<file path="src/sv/ibfos_pkg.sv">
package ibfos_pkg;

  localparam int FRAME_BYTES = 13;
  localparam int POS_W       = $clog2(FRAME_BYTES);
  localparam int STORE_DEPTH = FRAME_BYTES - 2;
  localparam int IDX_W       = $clog2(STORE_DEPTH);

  localparam int RAW_W  = 16;
  localparam int MULT_W = 14;
  localparam int X_W    = 29;
  localparam int RCP_W  = 30;
  localparam int Q_W    = 23;
  localparam int OUT_W  = 24;

  // accel: round(v*981*2^k/400) = floor((n+200)/400)
  // gyro : round(v*640*2^k/41)  = floor((n+20)/41)
  localparam logic [MULT_W-1:0] ACC_MUL  = MULT_W'(981);
  localparam logic [MULT_W-1:0] GYR_MUL  = MULT_W'(640);
  localparam logic [X_W-1:0]    ACC_BIAS = X_W'(200);
  localparam logic [X_W-1:0]    GYR_BIAS = X_W'(20);
  // exact reciprocals m = ceil(2^S/d); (m*d - 2^S) * 2^X_W < 2^S keeps
  // (x*m) >> S equal to floor(x/d) for every x below 2^X_W
  localparam logic [RCP_W-1:0]  ACC_RECIP = RCP_W'(343597384);
  localparam int                ACC_SHIFT = 37;
  localparam logic [RCP_W-1:0]  GYR_RECIP = RCP_W'(838042400);
  localparam int                GYR_SHIFT = 35;
  localparam logic [2:0]        GYR_SEL_MAX = 3'd4;

  typedef enum logic [1:0] {
    CFG_MOUNT       = 2'd0,
    CFG_ACCEL_RANGE = 2'd1,
    CFG_GYRO_RANGE  = 2'd2
  } cfg_idx_t;

  typedef enum logic [2:0] {
    MNT_TOP_0   = 3'd0,
    MNT_TOP_90  = 3'd1,
    MNT_TOP_180 = 3'd2,
    MNT_TOP_270 = 3'd3,
    MNT_BOT_0   = 3'd4,
    MNT_BOT_90  = 3'd5,
    MNT_BOT_180 = 3'd6,
    MNT_BOT_270 = 3'd7
  } mount_t;

  typedef enum logic {
    SNS_ACCEL = 1'b0,
    SNS_GYRO  = 1'b1
  } sense_t;

  typedef struct packed {
    logic signed [RAW_W-1:0] gx;
    logic signed [RAW_W-1:0] gy;
    logic signed [RAW_W-1:0] gz;
    logic signed [RAW_W-1:0] ax;
    logic signed [RAW_W-1:0] ay;
    logic signed [RAW_W-1:0] az;
  } frame_t;

  typedef struct packed {
    logic s1_load;
    logic s2_load;
  } pipe_ctl_t;

endpackage

</file>
<file path="src/sv/ibfos_frame.sv">
module ibfos_frame (
  input  logic                  clk,
  input  logic                  rst_n,
  input  logic                  accept,
  input  logic [7:0]            rx_byte,
  input  logic                  burst_start,
  output logic                  done,
  output ibfos_pkg::frame_t     frame_r
);

  logic [ibfos_pkg::POS_W-1:0] pos_r, pos_nxt;
  logic [7:0]                  bytes_r [ibfos_pkg::STORE_DEPTH];
  logic                        wr_en;
  logic [ibfos_pkg::IDX_W-1:0] wr_idx;

  assign wr_idx = ibfos_pkg::IDX_W'(pos_r - ibfos_pkg::POS_W'(1));

  always_comb begin
    pos_nxt = pos_r;
    wr_en   = 1'b0;
    done    = 1'b0;
    if (accept) begin
      if (burst_start) begin
        pos_nxt = ibfos_pkg::POS_W'(1);
      end else if (pos_r == '0 ||
                   pos_r >= ibfos_pkg::POS_W'(ibfos_pkg::FRAME_BYTES)) begin
        pos_nxt = '0;
      end else if (pos_r < ibfos_pkg::POS_W'(ibfos_pkg::FRAME_BYTES - 1)) begin
        wr_en   = 1'b1;
        pos_nxt = pos_r + ibfos_pkg::POS_W'(1);
      end else begin
        done    = 1'b1;
        pos_nxt = '0;
      end
    end
  end

  always_ff @(posedge clk) begin
    if (!rst_n) begin
      pos_r <= '0;
    end else begin
      pos_r <= pos_nxt;
    end
  end

  always_ff @(posedge clk) begin
    if (wr_en) begin
      bytes_r[wr_idx] <= rx_byte;
    end
  end

  // last byte goes straight into accel Z high
  always_ff @(posedge clk) begin
    if (done) begin
      frame_r.gx <= {bytes_r[1], bytes_r[0]};
      frame_r.gy <= {bytes_r[3], bytes_r[2]};
      frame_r.gz <= {bytes_r[5], bytes_r[4]};
      frame_r.ax <= {bytes_r[7], bytes_r[6]};
      frame_r.ay <= {bytes_r[9], bytes_r[8]};
      frame_r.az <= {rx_byte, bytes_r[10]};
    end
  end

endmodule

</file>
<file path="config.mk">
export PLATFORM = sky130hd
export DESIGN_NAME = ibfos_frame
export DESIGN_NICKNAME = d
export VERILOG_FILES = /design/src/sv/ibfos_pkg.sv /design/src/sv/ibfos_frame.sv
export SDC_FILE = /design/constraint.sdc
export NUM_CORES = 1
export LEC_CHECK = 0
export ABC_AREA = 0
export CORE_MARGIN = 3
export CORE_UTILIZATION = 41
export DETAILED_ROUTE_END_ITERATION = 8
export DONT_BUFFER_PORTS = 1
export PLACE_DENSITY = 0.53
export SETUP_SLACK_MARGIN = 0.2
export SLEW_MARGIN = 20
export SYNTH_ARGS = -nofsm -noshare
export SYNTH_HDL_FRONTEND = slang
export SYNTH_SLANG_ARGS = --single-unit
</file>
<file path="constraint.sdc">
create_clock -name clk -period 17.8 [get_ports clk]
set_clock_uncertainty 0.2 [all_clocks]
set_input_delay 3.56 -clock clk [delete_from_list [all_inputs] [get_ports clk]]
set_output_delay 3.56 -clock clk [all_outputs]
set_load 0.03 [all_outputs]
</file>
==> results.md <==
- Fin. Hold Viols: 0
- Hpwl dp: 6.12 mm
- Largest delay contributor family on the critical path: buffers and inverters
- Relative slew slack: 44.3%
- Root Driver: clkbuf_16
- Die Footprint: 16100 um2
- Seq/Total Area, Yosys: 93.3%
- Final WS setup: 9.63 ns
- Synth Area in XOR/XNOR: 0%
- Finished Cell Area: 6720 um2
- Distinct cell type count after synthesis: 32
- Slowest cell delay on critical path: 0.45 ns
- Critical path arrival: 4.41 ns
- Post-DR wirelength/cell: 21.8 um
- Overflow after GRT: 0
- Metal3 WL: 447 um
- HP Class: reg -> reg
- Adder-Cell Fraction of Synth Area: 1.25%
- Critical Path End Type: primary output
- Post-cts resize count: 0
- Row cnt: 43
- Fin crit period: 8.17 ns
- Largest net degree at the start of global routing: 67
- Max Clock Freq: 122 MHz
- Seq pwr share: 60.1%
- Worst-Margin Slew: 0.834 ns
- Total track usage: 12.7%
- Commonest cells after routing, fill and taps aside: edfxtp_1 (184), clkbuf_16 (17), nand2_1 (8)
- Wl on met1: 4.12 mm
- Setup crit end: done
- Share of cells above drive strength 1: 12.7%
- Worst hold margin: 0.215 ns
- Critical path class: in -> out
- H-tree levels: 4
- Postcts setup bufs: 0
- Dominant synthesized flop cell: edfxtp_1
- First-pass GRT wire length: 14.4 mm
- Synth area leaders: edfxtp_1 (92%), dfxtp_1 (1.3%), ha_1 (1.2%)
- Worst flop-to-flop path endpoint: frame_r[42]$_DFFE_PP_
- Nets: 282
- Total leakage power: 2.08 nW
- Setup slack, reg-to-reg: 14.74 ns
- CTS buffer count: 17
- Final period util: 45.9%
- Reg2reg path depth: 6
- Synth Instances: 245
- RD Place Congestion: 0.786
- Largest family of logic cells by synthesized area: simple AND/OR/NAND/NOR gates
- Vias in the first global route: 2253
- Most common cell after layout, fill and taps aside: edfxtp_1
- Crit Path Max Fanout: 32
- Worst-case clock buffer depth: 2
- Synth Area in Compound Gates: 1.98%
- RSZ-0062 raised after global routing: false
- Slowest cell on crit path: buf_4
- Clk_lat worst skew: 0.41 ns
- Post-layout util: 47.7%
- Post-Syn Area per Cell: 24.5 um2
- Sw power: 0.145 mW
- Switching Share: 18.1%
- Outcome: finished, final reports clean
- Async SR Flop Fraction: 0%
- WL final: 9.91 mm
- Initial antenna violation count: 0
- Hold-fix buffers, CTS: 0
- Drt drc: 0
- Number of I/O pins: 109
- VDD IR max: 60.1 uV
- Clock transition at path regs: 0.06 ns
- Max-Cap Viols: 0
- Syn_nets: 263
- ANT cells: 0
- Final antenna-violating net count: 0
- Crit path from: burst_start
- Logic pwr share: 0.7%
- EDFF count, synth: 184
- Die H: 127 um
- Worst r2r src: pos_r[0]$_SDFFE_PN0P_
- Die X-Extent: 127 um
- Final setup viols: 0
- Post-synth top area share: 92.0%
- Mapped cell area: 6010 um2
- CP Launch Type: input pin
- Post-Layout Cell Count: 455
- Via count: 2233
- Initial DRC count: 91
- Crit path depth: 3
- Setup TNS: 0 ns
- Vias/cell: 4.91
- Crit path cell chain: nand2b_1 > nor4_2 > buf_4
- Clock power share: 39.3%
- Worst slack, placed: 9.64 ns
- Initial core utilization: 42.6%
- #FFs+latches synth: 188
- Number of placed instances, taps included: 425
- Post-synthesis simple-gate area fraction: 2.83%
- Buf/Inv on CP: 1
- Mux cell area share after synthesis: 0%
- Total power: 0.804 mW
- CTS Sinks: 188
- CTS tree: built
- Core region area: 14100 um2
- Max layer used: met4
- Synth Warn #: 0
- Drt first pass iters: 4
- Area Overhead vs Synth: 11.9%
- Max-slew violations: 0
- Buffers added on ports: 0
- Pwr dens: 120 nW/um2
- DP Area: 6230 um2
- Worst EP required: 14.04 ns
- Routed length on met2: 5.13 mm
- Largest area contributor in the netlist: edfxtp_1
- Int Pwr: 0.659 mW
[layer usage]
metal / vias to the layer above / track usage (%)
met1: 1144 / 14.7
met3: 17 / 4.26
met2: 65 / 21.2
li1: 1007 / -
met4: 0 / 6.62
met5: - / 0
[sequential cells by signal, summed over array words and instances (netlist names)]
signal,cells
pos_r,4
bytes_r,88
frame_r,96
[worst min path at each step]
stage | to | slack (ns) | depth (start not counted) | start
after floorplan | frame_r[0]$_DFFE_PP_ | 0.20 | 0 | bytes_r[10][0]$_DFFE_PP_
after global placement | frame_r[5]$_DFFE_PP_ | 0.20 | 0 | bytes_r[10][5]$_DFFE_PP_
after detailed placement | frame_r[16]$_DFFE_PP_ | 0.20 | 0 | bytes_r[8][0]$_DFFE_PP_
after CTS | frame_r[67]$_DFFE_PP_ | 0.22 | 0 | bytes_r[2][3]$_DFFE_PP_
after global routing | frame_r[61]$_DFFE_PP_ | 0.22 | 0 | bytes_r[5][5]$_DFFE_PP_
final | frame_r[67]$_DFFE_PP_ | 0.21 | 0 | bytes_r[2][3]$_DFFE_PP_
[power groups by stage]
stage                     Combinational, mW  Sequential [mW]  Clock [mW]
after floorplan                     0.00429            0.493           0
after global placement              0.00517            0.493           0
after detailed placement            0.00534            0.493           0
after CTS                           0.00534            0.483       0.325
after global routing                0.00602            0.483       0.344
final                               0.00531            0.483       0.316
[worst register-to-register path: stages, from the launching register on]
cell and delay (ns):
dfxtp_1 0.38, inv_1 0.16, ha_1 0.28, nand2_1 0.16, nor4_2 0.25, buf_4 0.45
buf_4 0.73
[cells by family after synthesis]
logic type | count (synthesis)
flops | 188
simple gates | 31
compound gates | 13
buf+inv | 7
fa+ha+maj | 6
[synthesized netlist by cell type (all sizes together) (2+ instances only)]
cell type	count
nand2	8
ha	6
and3	2
a211oi	2
edfxtp	184
buf	2
inv	5
o2bb2ai	2
nor2	5
nor2b	6
o21ai	3
nand2b	3
dfxtp	4
[final cells by class]
type                    count  area, um2
clock buffers              20        437
clock inverters            10       51.3
fillers                  1160       7370
inverters                   5       18.8
multi-input cells          50        370
flip-flops and latches    188       5610
well taps                 180        225
repair buffers              2       15.0
No activity file was read; power rests on OpenSTA's default activity.
