## src/sv/ibfos_pkg.sv

```systemverilog
package ibfos_pkg;

  localparam int FRAME_BYTES = 13;
  localparam int POS_W       = $clog2(FRAME_BYTES);
  localparam int STORE_DEPTH = FRAME_BYTES - 2;
  localparam int IDX_W       = $clog2(STORE_DEPTH);

  localparam int RAW_W  = 16;
  localparam int MULT_W = 14;
  localparam int X_W    = 29;
  localparam int RCP_W  = 30;
  localparam int Q_W    = 23;
  localparam int OUT_W  = 24;

  // accel: round(v*981*2^k/400) = floor((n+200)/400)
  // gyro : round(v*640*2^k/41)  = floor((n+20)/41)
  localparam logic [MULT_W-1:0] ACC_MUL  = MULT_W'(981);
  localparam logic [MULT_W-1:0] GYR_MUL  = MULT_W'(640);
  localparam logic [X_W-1:0]    ACC_BIAS = X_W'(200);
  localparam logic [X_W-1:0]    GYR_BIAS = X_W'(20);
  // exact reciprocals m = ceil(2^S/d); (m*d - 2^S) * 2^X_W < 2^S keeps
  // (x*m) >> S equal to floor(x/d) for every x below 2^X_W
  localparam logic [RCP_W-1:0]  ACC_RECIP = RCP_W'(343597384);
  localparam int                ACC_SHIFT = 37;
  localparam logic [RCP_W-1:0]  GYR_RECIP = RCP_W'(838042400);
  localparam int                GYR_SHIFT = 35;
  localparam logic [2:0]        GYR_SEL_MAX = 3'd4;

  typedef enum logic [1:0] {
    CFG_MOUNT       = 2'd0,
    CFG_ACCEL_RANGE = 2'd1,
    CFG_GYRO_RANGE  = 2'd2
  } cfg_idx_t;

  typedef enum logic [2:0] {
    MNT_TOP_0   = 3'd0,
    MNT_TOP_90  = 3'd1,
    MNT_TOP_180 = 3'd2,
    MNT_TOP_270 = 3'd3,
    MNT_BOT_0   = 3'd4,
    MNT_BOT_90  = 3'd5,
    MNT_BOT_180 = 3'd6,
    MNT_BOT_270 = 3'd7
  } mount_t;

  typedef enum logic {
    SNS_ACCEL = 1'b0,
    SNS_GYRO  = 1'b1
  } sense_t;

  typedef struct packed {
    logic signed [RAW_W-1:0] gx;
    logic signed [RAW_W-1:0] gy;
    logic signed [RAW_W-1:0] gz;
    logic signed [RAW_W-1:0] ax;
    logic signed [RAW_W-1:0] ay;
    logic signed [RAW_W-1:0] az;
  } frame_t;

  typedef struct packed {
    logic s1_load;
    logic s2_load;
  } pipe_ctl_t;

endpackage

```

## src/sv/ibfos_scale.sv

```systemverilog
module ibfos_scale (
  input  logic                                 clk,
  input  ibfos_pkg::pipe_ctl_t                 ctl,
  input  ibfos_pkg::sense_t                    kind,
  input  logic [ibfos_pkg::MULT_W-1:0]         mult,
  input  logic [ibfos_pkg::RAW_W-1:0]          mag,
  input  logic                                 neg,
  output logic signed [ibfos_pkg::OUT_W-1:0]   res_r
);

  localparam int P1_W = ibfos_pkg::RAW_W + ibfos_pkg::MULT_W;
  localparam int P2_W = ibfos_pkg::X_W + ibfos_pkg::RCP_W;

  logic [P1_W-1:0]             prod1;
  logic [ibfos_pkg::X_W-1:0]   bias;
  logic [ibfos_pkg::X_W-1:0]   x_nxt, x_r;
  logic                        neg_r;
  logic [ibfos_pkg::RCP_W-1:0] recip;
  logic [P2_W-1:0]             prod2;
  logic [ibfos_pkg::Q_W-1:0]   q;
  logic [ibfos_pkg::OUT_W-1:0] res_nxt;

  // stage 1: magnitude times range multiplier plus rounding bias
  assign prod1 = P1_W'(mag) * P1_W'(mult);
  assign x_nxt = ibfos_pkg::X_W'(prod1) + bias;

  always_comb begin
    case (kind)
      ibfos_pkg::SNS_ACCEL: begin
        bias  = ibfos_pkg::ACC_BIAS;
        recip = ibfos_pkg::ACC_RECIP;
      end
      ibfos_pkg::SNS_GYRO: begin
        bias  = ibfos_pkg::GYR_BIAS;
        recip = ibfos_pkg::GYR_RECIP;
      end
      default: begin
        bias  = ibfos_pkg::ACC_BIAS;
        recip = ibfos_pkg::ACC_RECIP;
      end
    endcase
  end

  always_ff @(posedge clk) begin
    if (ctl.s1_load) begin
      x_r   <= x_nxt;
      neg_r <= neg;
    end
  end

  // stage 2: exact constant divide by reciprocal multiply
  assign prod2 = P2_W'(x_r) * P2_W'(recip);

  always_comb begin
    case (kind)
      ibfos_pkg::SNS_ACCEL: q = ibfos_pkg::Q_W'(prod2 >> ibfos_pkg::ACC_SHIFT);
      ibfos_pkg::SNS_GYRO:  q = ibfos_pkg::Q_W'(prod2 >> ibfos_pkg::GYR_SHIFT);
      default:              q = ibfos_pkg::Q_W'(prod2 >> ibfos_pkg::ACC_SHIFT);
    endcase
  end

  assign res_nxt = neg_r ? -{1'b0, q} : {1'b0, q};

  always_ff @(posedge clk) begin
    if (ctl.s2_load) begin
      res_r <= res_nxt;
    end
  end

endmodule

```

## config.mk

```make
export PLATFORM = sky130hd
export DESIGN_NAME = ibfos_scale
export DESIGN_NICKNAME = d
export VERILOG_FILES = /design/src/sv/ibfos_pkg.sv /design/src/sv/ibfos_scale.sv
export SDC_FILE = /design/constraint.sdc
export NUM_CORES = 2
export LEC_CHECK = 0
export ABC_AREA = 1
export BUFFER_PORTS_ARGS = -buffer_cell sky130_fd_sc_hd__buf_4
export CAP_MARGIN = 20
export CORE_MARGIN = 4
export CORE_UTILIZATION = 44
export CTS_BUF_LIST = sky130_fd_sc_hd__clkbuf_16
export DETAILED_ROUTE_END_ITERATION = 8
export PLACE_DENSITY = 0.63
export SLEW_MARGIN = 20
export SYNTH_ARGS = -nofsm -noshare
export SYNTH_HDL_FRONTEND = slang
export SYNTH_SLANG_ARGS = --single-unit
```

## constraint.sdc

```tcl
create_clock -name clk -period 10.8 [get_ports clk]
set_input_delay 1.08 -clock clk [delete_from_list [all_inputs] [get_ports clk]]
set_output_delay 1.08 -clock clk [all_outputs]
set_load 0.005 [all_outputs]
```

==> impl_metrics.toml <==
[cells_and_area]
area.growth.synth_to_final_pct = 5.340
utilization_pct = 47.05
nets = 4760
layout-drive-gt1-share_pct = 4.252
layout.cells.non_filler = 4559

[clocking]
cts.clk_slew.worst_paths_ns = 0.11
postCtsHoldBufs = 0
post_cts_resize_count = 0
cts_buffers = 5
cts_buffer_depth = 2
clkLatencyLatePin_ns = 0.36
cts.sinks = 54
cts_tree = "done"
htreeDepth = 2
root_buffer = "clkbuf_16"
cts_setup_buffers = 0

[yosys]
synthTopCellsByArea = "fa_1, ha_1, inv_1"
syn_area_mm2 = 0.02952
synth_edf_count = 54
synth_common_cells = "inv_1, nand2_1, fa_1"
syn_inst = 3651
async_flop_share_pct = 0
ys_seq_area_share_pct = 5.493
yosysUniqueCellTypes = 40
synth_top_area_share_pct = 40.21
yosys.cell_count.top_type = "inv_1"
syn_avg_cell_area_um2 = 8.086
synth_top_cell_by_area = "fa_1"
synth-seq-cells = 54
yosysWarnings = 0
synth_flop_cell = "edfxtp_1"

[global_route]
track_usage_pct = 24.84
antenna_found_initial = 5
grt-ovfl-total = 0
grt_pass1_vias = 23543
grt_max_degree = 38
grt_pass1_wl_um = 135000

[detailed_routing]
met1Wirelength_um = 39060
ant_nets = 0
vias = 22331
finalWirelength_um = 84590
routed-wl-met3_um = 5502
drt_first_pass_iters = 7
via_per_inst = 4.898
drtIter0Drc = 1642
wire_per_inst_um = 18.56
top_layer_used = "met4"
wl_met2_um = 38180
drcViolationCount = 0

[critical_path]
timing.rr.end = "res_r[12]"
end_kind = "flop"
max_stage_delay_ns = 0.60
r2r_cells = 39
worst_path_most_repeated_cell = "nand2_1"
r2r_slack_ns = 2.28
start_kind = "primary input"
cp_max_fo = 37
reg2reg_from = "x_r[6]"
crit_required_ns = 10.90
crit_path_top_delay_cell = "fa_1"
arrival_ns = 9.31
critPathKind = "in -> reg"

[timing]
finClkSkew_ns = 0.03467
hold_viol = 0
maxSlewViolCount = 0
finalSetupTns_ns = 0
rsz0062_at_grt = "no"
tightest_slew_ns = 0.8615
max_freq_mhz = 108.6
setup_viol = 0
period_needed_ns = 9.210
max_slew_margin_pct = 42.35
fin_crit_sh_pct = 85.27

[status]
run_status = "finished, final reports clean"

[hold_path]
holdPathEnd = "neg_r"
hp-start = "neg"
hold_path_class = "in -> reg"
min_path_cells = 1

[floorplanning]
core_mm2 = 0.06610
die_w_um = 267.0
start_util_pct = 44.66
die_y_um = 267.0
core.rowCount = 94
dieArea_mm2 = 0.07131
io_pins = 59

[placement]
io_buffer_count = 58
dp.cells = 4548
hpwl_um = 76500
place.gp.congestion = 0.9835

[job]
maxCapViolations = 0
layout by cell type (no fill, tap or decap), types with 2 or more instances in the layout:
master	Yosys	routed
inv_1	1156	1156
nand2_1	797	797
fa_1	593	593
ha_1	441	441
nor2_1	140	140
nand3_1	120	120
a21oi_1	62	62
buf_4	0	61
edfxtp_1	54	54
xor2_1	33	33
conb_1	2	33
nor2_2	27	27
o21ai_0	25	25
nand2_2	24	24
inv_2	21	21
xnor2_1	18	18
nand4_1	16	16
nor3_1	11	11
o21bai_1	8	8
or2_2	7	7
clkinv_1	4	5
clkbuf_16	0	5
diode_2	0	3
a21o_1	3	3
o21a_1	3	3
nor2_4	3	3
nor3_2	3	3
o21ai_1	3	3
o221ai_1	2	2
a21boi_0	2	2
nor4_1	2	2
nand3b_1	2	2
nand3_2	2	2
and2_1	2	2
cell families (layout without fill, tap and decap cells):
group           Yosys count  in the layout  synth area share, %
compound gates          112            112                2.094
xor+xnor                 51             51                1.513
fa+ha+maj              1034           1034                58.90
buf+inv                1240           1250                15.79
flops                    54             54                5.493
other cells               2             36              0.02544
simple gates           1158           1158                16.19
worst max-delay path by stage:
stage	from	end	slack, ns	depth (start not counted)
2_1_floorplan	kind	res_r[12]	1.95	40
3_3_place_gp	kind	res_r[18]	1.35	41
3_5_place_dp	kind	res_r[20]	1.34	41
4_1_cts	kind	res_r[12]	1.68	40
5_1_grt	kind	res_r[22]	1.06	41
6_report	kind	res_r[12]	1.59	40
state kept, by name (all words and copies together), names as in the netlist:
register / cells
neg_r: 1
x_r: 29
res_r: 24
layer usage:
metal | GRT usage (%) | vias up
li1 | - | 10583
met1 | 35.93 | 11028
met2 | 40.09 | 644
met3 | 3.291 | 76
met4 | 5.568 | 0
met5 | 0 | -
worst max-delay path, delay by kind of cell:
| family | cells | cell delay (ns) |
|---|---|---|
| adders and majority gates | 10 | 4.26 |
| buffers and inverters | 9 | 0.96 |
| and+or+nand+nor | 19 | 2.63 |
| AOI/OAI and AO/OA | 1 | 0.23 |
| xor gates and xnor gates | 1 | 0.12 |
metrics by stage:
step / area (um^2) / setup WS [ns] / hold WS (ns)
after floorplan: 29640 / 1.955 / 0.7200
after global routing: 31090 / 1.065 / 0.9044
after detailed placement: 30950 / 1.337 / 1.125
after CTS: 31090 / 1.682 / 0.9009
after global placement: 30950 / 1.346 / 1.124
final: 31100 / 1.590 / 0.9054
final cells by class:
cell class | instances | area [um^2]
fill | 6626 | 35000
inverter | 1181 | 4433
clock buffer | 5 | 125.1
multi-input combinational | 2388 | 23360
clock inverter | 3 | 16.27
tap | 864 | 1081
antenna | 3 | 7.507
sequential | 54 | 1622
timing repair buffer | 61 | 457.9
Power is not shown: default switching activity piles up to over one toggle a cycle in this logic, so the estimate is an artifact.
