## config.mk

```make
export PLATFORM = sky130hd
export DESIGN_NAME = ibfos_remap
export DESIGN_NICKNAME = d
export VERILOG_FILES = /design/src/sv/ibfos_pkg.sv /design/src/sv/ibfos_remap.sv
export SDC_FILE = /design/constraint.sdc
export NUM_CORES = 1
export LEC_CHECK = 0
export ABC_AREA = 1
export BUFFER_PORTS_ARGS = -buffer_cell sky130_fd_sc_hd__buf_4
export CAP_MARGIN = 20
export CORE_MARGIN = 8
export CORE_UTILIZATION = 46
export DETAILED_ROUTE_END_ITERATION = 8
export GPL_TIMING_DRIVEN = 0
export PLACE_DENSITY = 0.89
export SYNTH_ARGS = -nofsm -noshare
export SYNTH_HDL_FRONTEND = slang
export SYNTH_SLANG_ARGS = --single-unit
```

## constraint.sdc

```tcl
create_clock -name vclk -period 1
set_input_delay 0.05 -clock vclk [all_inputs]
set_output_delay 0.05 -clock vclk [all_outputs]
set_load 0.01 [all_outputs]
```

## src/sv/ibfos_pkg.sv

```systemverilog
package ibfos_pkg;

  localparam int FRAME_BYTES = 13;
  localparam int POS_W       = $clog2(FRAME_BYTES);
  localparam int STORE_DEPTH = FRAME_BYTES - 2;
  localparam int IDX_W       = $clog2(STORE_DEPTH);

  localparam int RAW_W  = 16;
  localparam int MULT_W = 14;
  localparam int X_W    = 29;
  localparam int RCP_W  = 30;
  localparam int Q_W    = 23;
  localparam int OUT_W  = 24;

  // accel: round(v*981*2^k/400) = floor((n+200)/400)
  // gyro : round(v*640*2^k/41)  = floor((n+20)/41)
  localparam logic [MULT_W-1:0] ACC_MUL  = MULT_W'(981);
  localparam logic [MULT_W-1:0] GYR_MUL  = MULT_W'(640);
  localparam logic [X_W-1:0]    ACC_BIAS = X_W'(200);
  localparam logic [X_W-1:0]    GYR_BIAS = X_W'(20);
  // exact reciprocals m = ceil(2^S/d); (m*d - 2^S) * 2^X_W < 2^S keeps
  // (x*m) >> S equal to floor(x/d) for every x below 2^X_W
  localparam logic [RCP_W-1:0]  ACC_RECIP = RCP_W'(343597384);
  localparam int                ACC_SHIFT = 37;
  localparam logic [RCP_W-1:0]  GYR_RECIP = RCP_W'(838042400);
  localparam int                GYR_SHIFT = 35;
  localparam logic [2:0]        GYR_SEL_MAX = 3'd4;

  typedef enum logic [1:0] {
    CFG_MOUNT       = 2'd0,
    CFG_ACCEL_RANGE = 2'd1,
    CFG_GYRO_RANGE  = 2'd2
  } cfg_idx_t;

  typedef enum logic [2:0] {
    MNT_TOP_0   = 3'd0,
    MNT_TOP_90  = 3'd1,
    MNT_TOP_180 = 3'd2,
    MNT_TOP_270 = 3'd3,
    MNT_BOT_0   = 3'd4,
    MNT_BOT_90  = 3'd5,
    MNT_BOT_180 = 3'd6,
    MNT_BOT_270 = 3'd7
  } mount_t;

  typedef enum logic {
    SNS_ACCEL = 1'b0,
    SNS_GYRO  = 1'b1
  } sense_t;

  typedef struct packed {
    logic signed [RAW_W-1:0] gx;
    logic signed [RAW_W-1:0] gy;
    logic signed [RAW_W-1:0] gz;
    logic signed [RAW_W-1:0] ax;
    logic signed [RAW_W-1:0] ay;
    logic signed [RAW_W-1:0] az;
  } frame_t;

  typedef struct packed {
    logic s1_load;
    logic s2_load;
  } pipe_ctl_t;

endpackage

```

## src/sv/ibfos_remap.sv

```systemverilog
module ibfos_remap (
  input  ibfos_pkg::mount_t                    orient,
  input  logic signed [ibfos_pkg::RAW_W-1:0]   x,
  input  logic signed [ibfos_pkg::RAW_W-1:0]   y,
  input  logic signed [ibfos_pkg::RAW_W-1:0]   z,
  output logic [2:0][ibfos_pkg::RAW_W-1:0]     mag,
  output logic [2:0]                           neg
);

  // sign/magnitude of each axis; |-32768| = 0x8000 fits unsigned
  logic [ibfos_pkg::RAW_W-1:0] mx, my, mz;
  logic                        sx, sy, sz;

  assign sx = x[ibfos_pkg::RAW_W-1];
  assign sy = y[ibfos_pkg::RAW_W-1];
  assign sz = z[ibfos_pkg::RAW_W-1];
  assign mx = sx ? -x : x;
  assign my = sy ? -y : y;
  assign mz = sz ? -z : z;

  always_comb begin
    mag = {mz, my, mx};
    neg = {sz, sy, sx};
    case (orient)
      ibfos_pkg::MNT_TOP_0: begin
        mag = {mz, my, mx};  neg = {~sz, ~sy, sx};
      end
      ibfos_pkg::MNT_TOP_90: begin
        mag = {mz, mx, my};  neg = {~sz, sx, sy};
      end
      ibfos_pkg::MNT_TOP_180: begin
        mag = {mz, my, mx};  neg = {~sz, sy, ~sx};
      end
      ibfos_pkg::MNT_TOP_270: begin
        mag = {mz, mx, my};  neg = {~sz, ~sx, ~sy};
      end
      ibfos_pkg::MNT_BOT_0: begin
        mag = {mz, my, mx};  neg = {sz, sy, sx};
      end
      ibfos_pkg::MNT_BOT_90: begin
        mag = {mz, mx, my};  neg = {sz, sx, ~sy};
      end
      ibfos_pkg::MNT_BOT_180: begin
        mag = {mz, my, mx};  neg = {sz, ~sy, ~sx};
      end
      ibfos_pkg::MNT_BOT_270: begin
        mag = {mz, mx, my};  neg = {sz, ~sx, sy};
      end
      default: begin
        mag = {mz, my, mx};  neg = {sz, sy, sx};
      end
    endcase
  end

endmodule

```

==> impl_results.md, run 1 <==
- Run status: aborted with a tool error
- Stopped at: 5_1_grt
- Error msg: [ERROR GRT-0232] Routing congestion too high. Check the congestion heatmap in the GUI.
- Top cell type's share of synthesized area: 0.344
- Worst_ep kind: primary output
- Post-synth top cells: nand2_1 (154), inv_1 (47), nand3_1 (33), nor2_1 (33), o21ai_0 (24)
- FP Rows: 22
- RePlAce Congestion: 0.836
- Syn Area/Cell: roughly 4.7 µm²
- Netlist cell types: 25
- Cells after synthesis: 357
- Gr ovfl total: 6
- Synthesized area: 1680 µm²
- I/O pins: roughly 100
- Seq/Total Area, Yosys: 0
- Dominant cells by area after synthesis: nand2_1 (34%), inv_1 (11%), nand3_1 (9.8%), xor2_1 (7.8%), nor2_1 (7.4%)
- Synth area leader: nand2_1
- Syn_nets: 411
- Placed Cells: 504
- Largest net degree at the start of global routing: 11
- Most frequent cell after synthesis: nand2_1
- Die Y: 76.4 µm
- Post-CTS Hold Buffers: 0
- GR Util All Layers: 0.481
- Die Wd: 76.4 µm
- Dpl hpwl: 5300 µm
- Ys Warns: 0
- Starting density of the core: 0.469
- Port Buf Inserts: between 90 and 100
- Crit. endpoint post-GRT repair: mag[30]
## stage by stage
stage	util	cell area [µm²]	hold slack [ns]	setup WS (ns)
4_1_cts	0.851	3050	0.367	-0.0979
3_5_place_dp	0.694	2480	0.370	-0.358
3_3_place_gp	0.694	2480	0.367	-0.324
2_1_floorplan	-	1680	0.153	-0.00169
## timing repair
item                                    CTS
pin swaps                                54
gates resized for setup                 137
cloned                                    3
endpoints found under the setup margin   40
buffers inserted                         11
## routing by layer
| layer | GRT overflow | track usage |
|---|---|---|
| met1 | 0 | 0.447 |
| met2 | 6 | 0.707 |
| met3 | 0 | 0.298 |
| met4 | 0 | 0.467 |
| met5 | 0 | 0.0273 |
## kinds of logic after synthesis
family / after synthesis / synth area share
AND/OR/NAND/NOR: 236 / 0.580
buffers and inverters: 61 / 0.153
AO/OA/AOI/OAI: 33 / 0.119
XOR/XNOR: 24 / 0.125
adder cells (fa/ha/maj): 3 / 0.0224
==> run 2, diff against run 1 <==
--- a/config.mk
+++ b/config.mk
@@ -9,10 +9,10 @@
 export BUFFER_PORTS_ARGS = -buffer_cell sky130_fd_sc_hd__buf_4
 export CAP_MARGIN = 20
 export CORE_MARGIN = 8
-export CORE_UTILIZATION = 46
+export CORE_UTILIZATION = 40
 export DETAILED_ROUTE_END_ITERATION = 8
 export GPL_TIMING_DRIVEN = 0
-export PLACE_DENSITY = 0.89
+export PLACE_DENSITY_LB_ADDON = 0.15
 export SYNTH_ARGS = -nofsm -noshare
 export SYNTH_HDL_FRONTEND = slang
 export SYNTH_SLANG_ARGS = --single-unit
==> run 2 against run 1 <==
Net effect:
- the flow now finishes, with violations (negative setup slack)
- synthesized cell count unchanged
- synthesized area unchanged
==> impl_results.md, run 2 <==
- Failing checks: negative setup slack
- Stages on worst setup path: 8
- Post-synth top cells: nand2_1 (154), inv_1 (47), nand3_1 (33), nor2_1 (33), o21ai_0 (24)
- Dpl hpwl: 5340 µm (+0.75%)
- Setup slack after layout: -0.354 ns
- Tcrit/Tclk final: 1.35
- Startpoint Class: primary input
- RePlAce Congestion: 0.835 (-0.16%)
- Post-route minimum period: ~1.4 ns
- Buf/Inv on CP: 2
- Syn-to-layout area delta: 109%
- Final setup viols: 38
- Post-CTS Hold Buffers: 0 (unchanged)
- WL/cell: a little over 20 µm
- I/O pins: 102 (unchanged)
- Worst path cell trace: buf_4 > nor2_2 > nand3_1 > nor2_4 > nand3_2 > nand2_2 > xor2_1 > buf_4
- Drt pass-1 iters: 8
- Fraction of layout instances using a drive strength above 1: 0.516
- Residual DRC count: 0
- PD cells: 554 nW/µm²
- Total Wirelength: 10,800 µm
- Ant. Diodes: 0
- Die Wd: 80.8 µm (+5.7%)
- Synthesized area: 1680 µm² (unchanged)
- Most frequent cell after synthesis: nand2_1
- Fin area: 3510 µm²
- Worst hold path type: in -> out
- CP required: 0.95 ns
- Worst Setup Path Type: in -> out
- Max IR drop VDD: 0.000354 V
- First-pass GRT wire length: 12,500 µm
- Cell Int Power: around 900 µW
- Post-route antenna net violation count: 0
- Worst hold stages: 3
- Initial antenna violation count: 0
- Placed Cells: 506 (+0.40%)
- Seq/Total Area, Yosys: 0 (unchanged)
- Critical path peak fanout: 4
- Die Y: 80.8 µm (+5.7%)
- Die area: 6530 µm²
- Commonest non-fill, non-tap cell in the layout: nand2_1
- Starting density of the core: 0.417 (-0.0525)
- Setup TNS: -6.80 ns
- Cells after synthesis: 357 (unchanged)
- Filler Cell Count: 218
- Port Buf Inserts: 99 (unchanged)
- WHS Endpoint: mag[47]
- Area post-placement: 2490 µm² (+0.10%)
- Ys Warns: 0 (unchanged)
- Delay-heaviest family, CP: simple AND/OR/NAND/NOR gates
- Sequential power share: 0
- Critical path's largest stage delay: 0.24 ns
- Pins over their slew limit: 0
- Arrival @ worst endpoint: between 1 and 1.5 ns
- Top cell type's share of synthesized area: 0.344 (unchanged)
- Initial DRC Count: approximately 390
- Cell Count, Final, Fillers Out: roughly 530
- Setup slack at placement: -0.329 ns (+0.0288 ns)
- Final-layout clock buffer total: 0
- Hold path startpoint: z[14]
- Vias per cell: 5.92
- GR Util All Layers: 0.228
- Slew Limit Headroom: 0.752
- Crit. End Element: output pin
- LEAKAGE: 1.81 nW
- Final Hold Vio Count: 0
- Area of the multi-input gates: approximately 2000 µm²
- Fin nets: 537
- Max cap viols: 0
- Run status: finished with violations
- RSZ-0062 raised after global routing: yes
- Clk pwr share: 0
- Num sequential: 0
- FMAX: roughly 0.74 GHz
- Commonest cells after routing, fill and taps aside: nand2_1 (115), buf_4 (81), nand2_2 (35)
- Core area: around 4000 µm²
- Largest net degree at the start of global routing: 11
- Via count: around 3,100
- Syn Area/Cell: 4.70 µm² (unchanged)
- Switching share of power: 0.542
- Slowest CP cell: nor2_4
- Gr ovfl total: 0
- FP Rows: 23 (+4.5%)
- Storage cell area: 0 µm²
- Dominant cells by area after synthesis: nand2_1 (34%), inv_1 (11%), nand3_1 (9.8%), xor2_1 (7.8%), nor2_1 (7.4%)
- Worst Tran Pin Value: 0.370 ns
- Combinational share of power: 1.000
- Netlist cell types: 25 (unchanged)
- Vias in the first global route: between 2,000 and 3,000
- Sw Pwr: 1.05 mW
- CP most frequent cell: buf_4
- Total power: roughly 1.9 mW
- Syn_nets: 411 (unchanged)
- Synth area leader: nand2_1
[run 2: worst max path at each step]
stage,startpoint,endpoint,slack (ns)
after floorplan,y[0],mag[20],-0.002
after global placement,y[0],mag[28],-0.31
after detailed placement,y[0],mag[28],-0.33
after CTS,x[1],mag[20],-0.08
after global routing,z[7],mag[42],-0.40
final,z[7],mag[42],-0.35
[run 2: cell families (layout without fill, tap and decap cells)]
logic type               after synthesis  count (layout)  share of synthesized area
AND/OR/NAND/NOR                      236             238                      0.580
adder cells (fa/ha/maj)                3               3                     0.0224
AO/OA/AOI/OAI                         33              33                      0.119
XOR/XNOR                              24              24                      0.125
buffers and inverters                 61             183                      0.153
[run 2: power groups by stage]
stage,sequential [mW],clock [mW],combinational (mW)
2_1_floorplan,0,0,0.669
3_3_place_gp,0,0,1.29
3_5_place_dp,0,0,1.31
4_1_cts,0,0,1.56
5_1_grt,0,0,2.04
6_report,0,0,1.95
[run 2: cell type report]
class                           instances  area share
Tap cell                               50      0.0178
Buffer                                 13      0.0289
Multi-Input combinational cell        298       0.561
Inverter                               48      0.0667
Timing Repair Buffer                  122       0.326
[run 2: worst min-delay path: stages]
cell,delay (ns)
buf_4,0.10
nor4_2,0.04
buf_4,0.13
[run 2: stage by stage]
step | util | hold WS, ns
floorplan | - | 0.153
global placement | 0.617 | 0.372
detailed placement | 0.617 | 0.374
CTS | 0.751 | 0.374
global route | 0.871 | 0.391
finish | 0.871 | 0.380
[run 2: repair_timing]
item	in CTS	in global routing
gates cloned	2	0
gates resized for setup	137	93
pin swaps	52	60
endpoints found under the setup margin	41	41
setup buffers	10	13
[run 2: metal layers]
metal	share of wire	GRT usage	vias to the layer above
li1	-	-	1362
met4	0.074	0.0536	0
met1	0.34	0.277	1404
met3	0.11	0.0265	95
met2	0.47	0.414	284
met5	0	0	-
Note: power is estimated with default switching activity, not from simulation.
==> run 3, diff against run 2 <==
--- a/config.mk
+++ b/config.mk
@@ -6,7 +6,7 @@
 export NUM_CORES = 1
 export LEC_CHECK = 0
 export ABC_AREA = 1
-export BUFFER_PORTS_ARGS = -buffer_cell sky130_fd_sc_hd__buf_4
+export BUFFER_PORTS_ARGS = -buffer_cell sky130_fd_sc_hd__buf_2
 export CAP_MARGIN = 20
 export CORE_MARGIN = 8
 export CORE_UTILIZATION = 40
==> run 3 against run 2 <==
Net effect:
- the flow still finishes with violations (negative setup slack)
- sequential share of layout area stayed put
- routed wire length is 23% lower
- total power is 18% lower
- worst hold slack better by 0.0015 ns
==> impl_results.md, run 3 (synthesized netlist as in run 2, its figures left out) <==
- First-pass GRT wire length: 11,200 µm (-10%)
- Worst hold path type: in -> out
- Total Wirelength: 8340 µm (-23%)
- Setup slack after layout: -0.206 ns (+0.148 ns)
- Storage cell area: 0 µm² (unchanged)
- Initial antenna violation count: 0 (unchanged)
- RePlAce Congestion: 0.846 (+1.4%)
- Dpl hpwl: 5120 µm (-4.1%)
- Residual DRC count: 0 (unchanged)
- Startpoint Class: primary input
- RSZ-0062 raised after global routing: yes
- LEAKAGE: 1.71 nW (-5.6%)
- Syn-to-layout area delta: 87.3%
- Initial DRC Count: 238 (-40%)
- Largest net degree at the start of global routing: 11 (unchanged)
- Crit. End Element: output pin
- Fraction of layout instances using a drive strength above 1: 0.486 (-0.0292)
- I/O pins: 102 (unchanged)
- Die Wd: 80.8 µm (unchanged)
- Post-route minimum period: 1.21 ns (-0.148 ns)
- Cell Count, Final, Fillers Out: 529 (-0.38%)
- Pins over their slew limit: 0 (unchanged)
- Core area: 4030 µm² (unchanged)
- Hold path startpoint: z[9]
- Worst Setup Path Type: in -> out
- Num sequential: 0 (unchanged)
- Port Buf Inserts: 99 (unchanged)
- Worst Tran Pin Value: 0.498 ns (+0.128 ns)
- Failing checks: negative setup slack
- Critical path peak fanout: 5 (+1)
- Area of the multi-input gates: 1930 µm² (-2.1%)
- Run status: finished with violations
- Final Hold Vio Count: 0 (unchanged)
- Final setup viols: 33 (-13%)
- Final hold slack: 0.382 ns (+0.00150 ns)
- Post-route antenna net violation count: 0 (unchanged)
- Filler Cell Count: 282 (+29%)
- Max cap viols: 0 (unchanged)
- Starting density of the core: 0.417 (unchanged)
- Vias per cell: 5.39 (-9.0%)
- Via count: 2,851 (-9.3%)
- Fin nets: 535 (-0.37%)
- PD cells: 509 nW/µm² (-8.3%)
- Die area: 6530 µm² (unchanged)
- CP startpoint: x[0]
- Commonest non-fill, non-tap cell in the layout: nand2_1
- Arrival @ worst endpoint: 1.16 ns (-0.14 ns)
- Area post-placement: 2240 µm² (-10%)
- Tcrit/Tclk final: 1.21 (-0.148)
- Ant. Diodes: 0 (unchanged)
- GR Util All Layers: 0.203 (-0.0249)
- Die Y: 80.8 µm (unchanged)
- FP Rows: 23 (unchanged)
- Slew Limit Headroom: 0.666 (-0.0860)
- CP required: 0.95 ns (about the same)
- Gr ovfl total: 0 (unchanged)
- Drt pass-1 iters: 5 (-3)
- Post-CTS Hold Buffers: 0 (unchanged)
- WL/cell: 15.8 µm (-22%)
- Setup slack at placement: -0.326 ns (+0.00349 ns)
- Placed Cells: 506 (unchanged)
- Commonest cells after routing, fill and taps aside: nand2_1 (123), buf_2 (82), inv_1 (33)
- Vias in the first global route: 2,463 (-4.8%)
- Fin area: 3150 µm² (-10%)
- FMAX: 0.829 GHz (+12%)
- Max IR drop VDD: 0.000306 V (-14%)
- Total power: 1.60 mW (-18%)
- Final-layout clock buffer total: 0 (unchanged)
[run 3: cell count changes in the layout (fill, tap and decap cells not counted), sizes merged]
cell and delta:
buf -3, clkbuf +1
[run 3: path summary, 6_finish.rpt]
kind | to | depth (start not counted)
worst max-delay path | mag[28] | 11
worst min-delay path | mag[41] | 3
[run 3: cell type report]
type                       count  area share
buffer                        13      0.0306
inverter                      48      0.0720
multi-input combinational    298       0.613
tap                           50      0.0199
timing repair buffer         120       0.265
[run 3: metal layers]
| layer | up-vias | GRT usage | share of wire |
|---|---|---|---|
| met5 | - | 0 | 0 |
| met2 | 173 | 0.370 | 0.50 |
| met3 | 22 | 0.0132 | 0.088 |
| li1 | 1361 | - | - |
| met1 | 1295 | 0.253 | 0.39 |
| met4 | 0 | 0.0446 | 0.024 |
[run 3: power by group]
group,switching (mW),total [mW],internal (mW)
registers,0,0,0
clock network,0,0,0
logic,0.921,1.60,0.679
total,0.921,1.60,0.679
[run 3: repair_timing]
item	4_1_cts	5_1_grt
setup buffers	10	12
setup endpoints to repair	40	42
resized for setup	134	74
pin swaps	48	50
cloned	2	0
[run 3: critical path, cell delays in order]
cell and delay [ns]:
buf_8 0.11, inv_8 0.07, ha_4 0.17, nand3_4 0.13, nand2_8 0.13, nand3_2 0.07, nand2_1 0.09, nand2_1 0.07
nand2_1 0.07, nand2_1 0.06, buf_2 0.14
[run 3: metrics by stage]
step | util | TNS (ns)
after global routing | 0.781 | -6.35
after floorplan | - | -0.00337
after detailed placement | 0.556 | -6.78
after global placement | 0.556 | -6.20
after CTS | 0.691 | -1.39
final | 0.781 | -4.16
==> run 4, diff against run 3 <==
==> constraint.sdc (replaced) <==
create_clock -name vclk -period 1
set_input_delay 0.05 -clock vclk [all_inputs]
set_output_delay 0.05 -clock vclk [all_outputs]
set_load 0.02 [all_outputs]
==> run 4 against run 3 <==
Net effect:
- the run still ends with negative setup slack left
- final area up 8.1%
- largest power group unchanged
- maximum frequency down 2.7%
- combinational power up 22%
- non-clock buffer count down 1
- worst setup slack worse by 0.034 ns
- first-iteration DRC count down 23%
- utilization up 6.3 points
- global-route usage down 0.50 points
- critical path depth down 1
- clock-buffer cell count unchanged
- routed wire length down 1.8%
==> impl_results.md, run 4 (synthesized netlist as in run 2, its figures left out) <==
- LEAKAGE: 1.77 nW (+3.1%)
- Final-layout clock buffer total: 0 (unchanged)
- Pins over their slew limit: 0 (unchanged)
- PD cells: 576 nW/µm² (+13%)
- Cell Count, Final, Fillers Out: 528 (-0.19%)
- Area of the multi-input gates: 2000 µm² (+3.6%)
- Vias per cell: 5.31 (-1.4%)
- Post-CTS Hold Buffers: 0 (unchanged)
- Setup slack at placement: -0.336 ns (-0.00993 ns)
- Arrival @ worst endpoint: 1.19 ns (+0.03 ns)
- Initial DRC Count: 184 (-23%)
- Vias in the first global route: 2,577 (+4.6%)
- Fin nets: 534 (-0.19%)
- FP Rows: 23 (unchanged)
- Final core occ: 0.844 (+0.0634)
- Setup TNS: -3.92 ns (+0.241 ns)
- Worst Setup Path Type: in -> out
- Delay-heaviest family, CP: simple AND/OR/NAND/NOR gates
- Via count: 2,805 (-1.6%)
- Total Wirelength: 8190 µm (-1.8%)
- Slowest CP cell: o21ai_4
- Worst hold path type: in -> out
- Max IR drop VDD: 0.000384 V (+26%)
- Placed Cells: 506 (unchanged)
- Worst hold stages: 3 (unchanged)
- Die Y: 80.8 µm (unchanged)
- Worst Tran Pin Value: 0.396 ns (-0.102 ns)
- Crit. End Element: output pin
- Setup slack after layout: -0.240 ns (-0.0340 ns)
- Storage cell area: 0 µm² (unchanged)
- Final setup viols: 36 (+9.1%)
- Core area: 4030 µm² (unchanged)
- Buf/Inv on CP: 2 (-1)
- Initial antenna violation count: 0 (unchanged)
- Slew Limit Headroom: 0.734 (+0.0684)
- Largest net degree at the start of global routing: 11 (unchanged)
- CP required: 0.95 ns (about the same)
- Gr ovfl total: 0 (unchanged)
- Num sequential: 0 (unchanged)
- Fin area: 3400 µm² (+8.1%)
- Failing checks: negative setup slack
- Fraction of layout instances using a drive strength above 1: 0.533 (+0.0470)
- WL/cell: 15.5 µm (-1.6%)
- Run status: finished with violations
- Filler Cell Count: 267 (-5.3%)
- Starting density of the core: 0.417 (unchanged)
- Worst path cell trace: buf_8 > nor2_4 > nand2_2 > o21ai_4 > nand2_1 > nand2_1 > nand2_2 > nand2_1 > nand2_2 > buf_6
- Final Hold Vio Count: 0 (unchanged)
- Post-route antenna net violation count: 0 (unchanged)
- RePlAce Congestion: 0.814 (-3.7%)
- Drt pass-1 iters: 4 (-1)
- Max cap viols: 0 (unchanged)
- Final hold slack: 0.399 ns (+0.0171 ns)
- Residual DRC count: 0 (unchanged)
- Dpl hpwl: 5020 µm (-1.9%)
- Stages on worst setup path: 10 (-1)
- GR Util All Layers: 0.198 (-0.00499)
- RSZ-0062 raised after global routing: yes
- Syn-to-layout area delta: 103%
- Critical path's largest stage delay: 0.21 ns (+0.04 ns)
- Critical path peak fanout: 6 (+1)
- Commonest non-fill, non-tap cell in the layout: nand2_1
- Commonest cells after routing, fill and taps aside: nand2_1 (112), buf_2 (43), buf_6 (39)
- Tcrit/Tclk final: 1.24 (+0.0340)
- Die area: 6530 µm² (unchanged)
- First-pass GRT wire length: 11,100 µm (-1.2%)
- Area post-placement: 2290 µm² (+2.2%)
- Port Buf Inserts: 99 (unchanged)
- Die Wd: 80.8 µm (unchanged)
- Startpoint Class: primary input
- Total power: 1.96 mW (+22%)
- FMAX: 0.807 GHz (-2.7%)
- I/O pins: 102 (unchanged)
- Post-route minimum period: 1.24 ns (+0.0340 ns)
- Ant. Diodes: 0 (unchanged)
[run 4: area by class of cell]
cell class,count,share of cell area
plain buffers,13,0.0287
inverters,48,0.0677
multi-input cells,298,0.587
well taps,50,0.0184
repair buffers,119,0.298
[run 4: path summary, 6_finish.rpt]
check / from / to / slack [ns]
worst max-delay path: y[3] / mag[29] / -0.24
worst min-delay path: z[9] / mag[41] / 0.40
[run 4: per-layer routing]
metal  up-vias  track usage  wire, µm
li1       1362            -         -
met5         -            0         0
met2       119        0.390      4390
met3        24       0.0166       493
met1      1300        0.228      3060
met4         0       0.0250       244
[run 4: repair_timing]
item	in CTS	in global routing
gates cloned	2	0
setup endpoints to repair	42	45
resized for setup	180	107
buffers inserted	14	6
pin swaps	55	50
[run 4: report_power, final]
| part | switching (mW) | internal [mW] |
|---|---|---|
| logic | 1.13 | 0.833 |
| clock network | 0 | 0 |
| registers | 0 | 0 |
[run 4: worst min-delay path, cell delays in order]
cell and delay (ns):
buf_2 0.09, xor2_1 0.05, buf_4 0.15
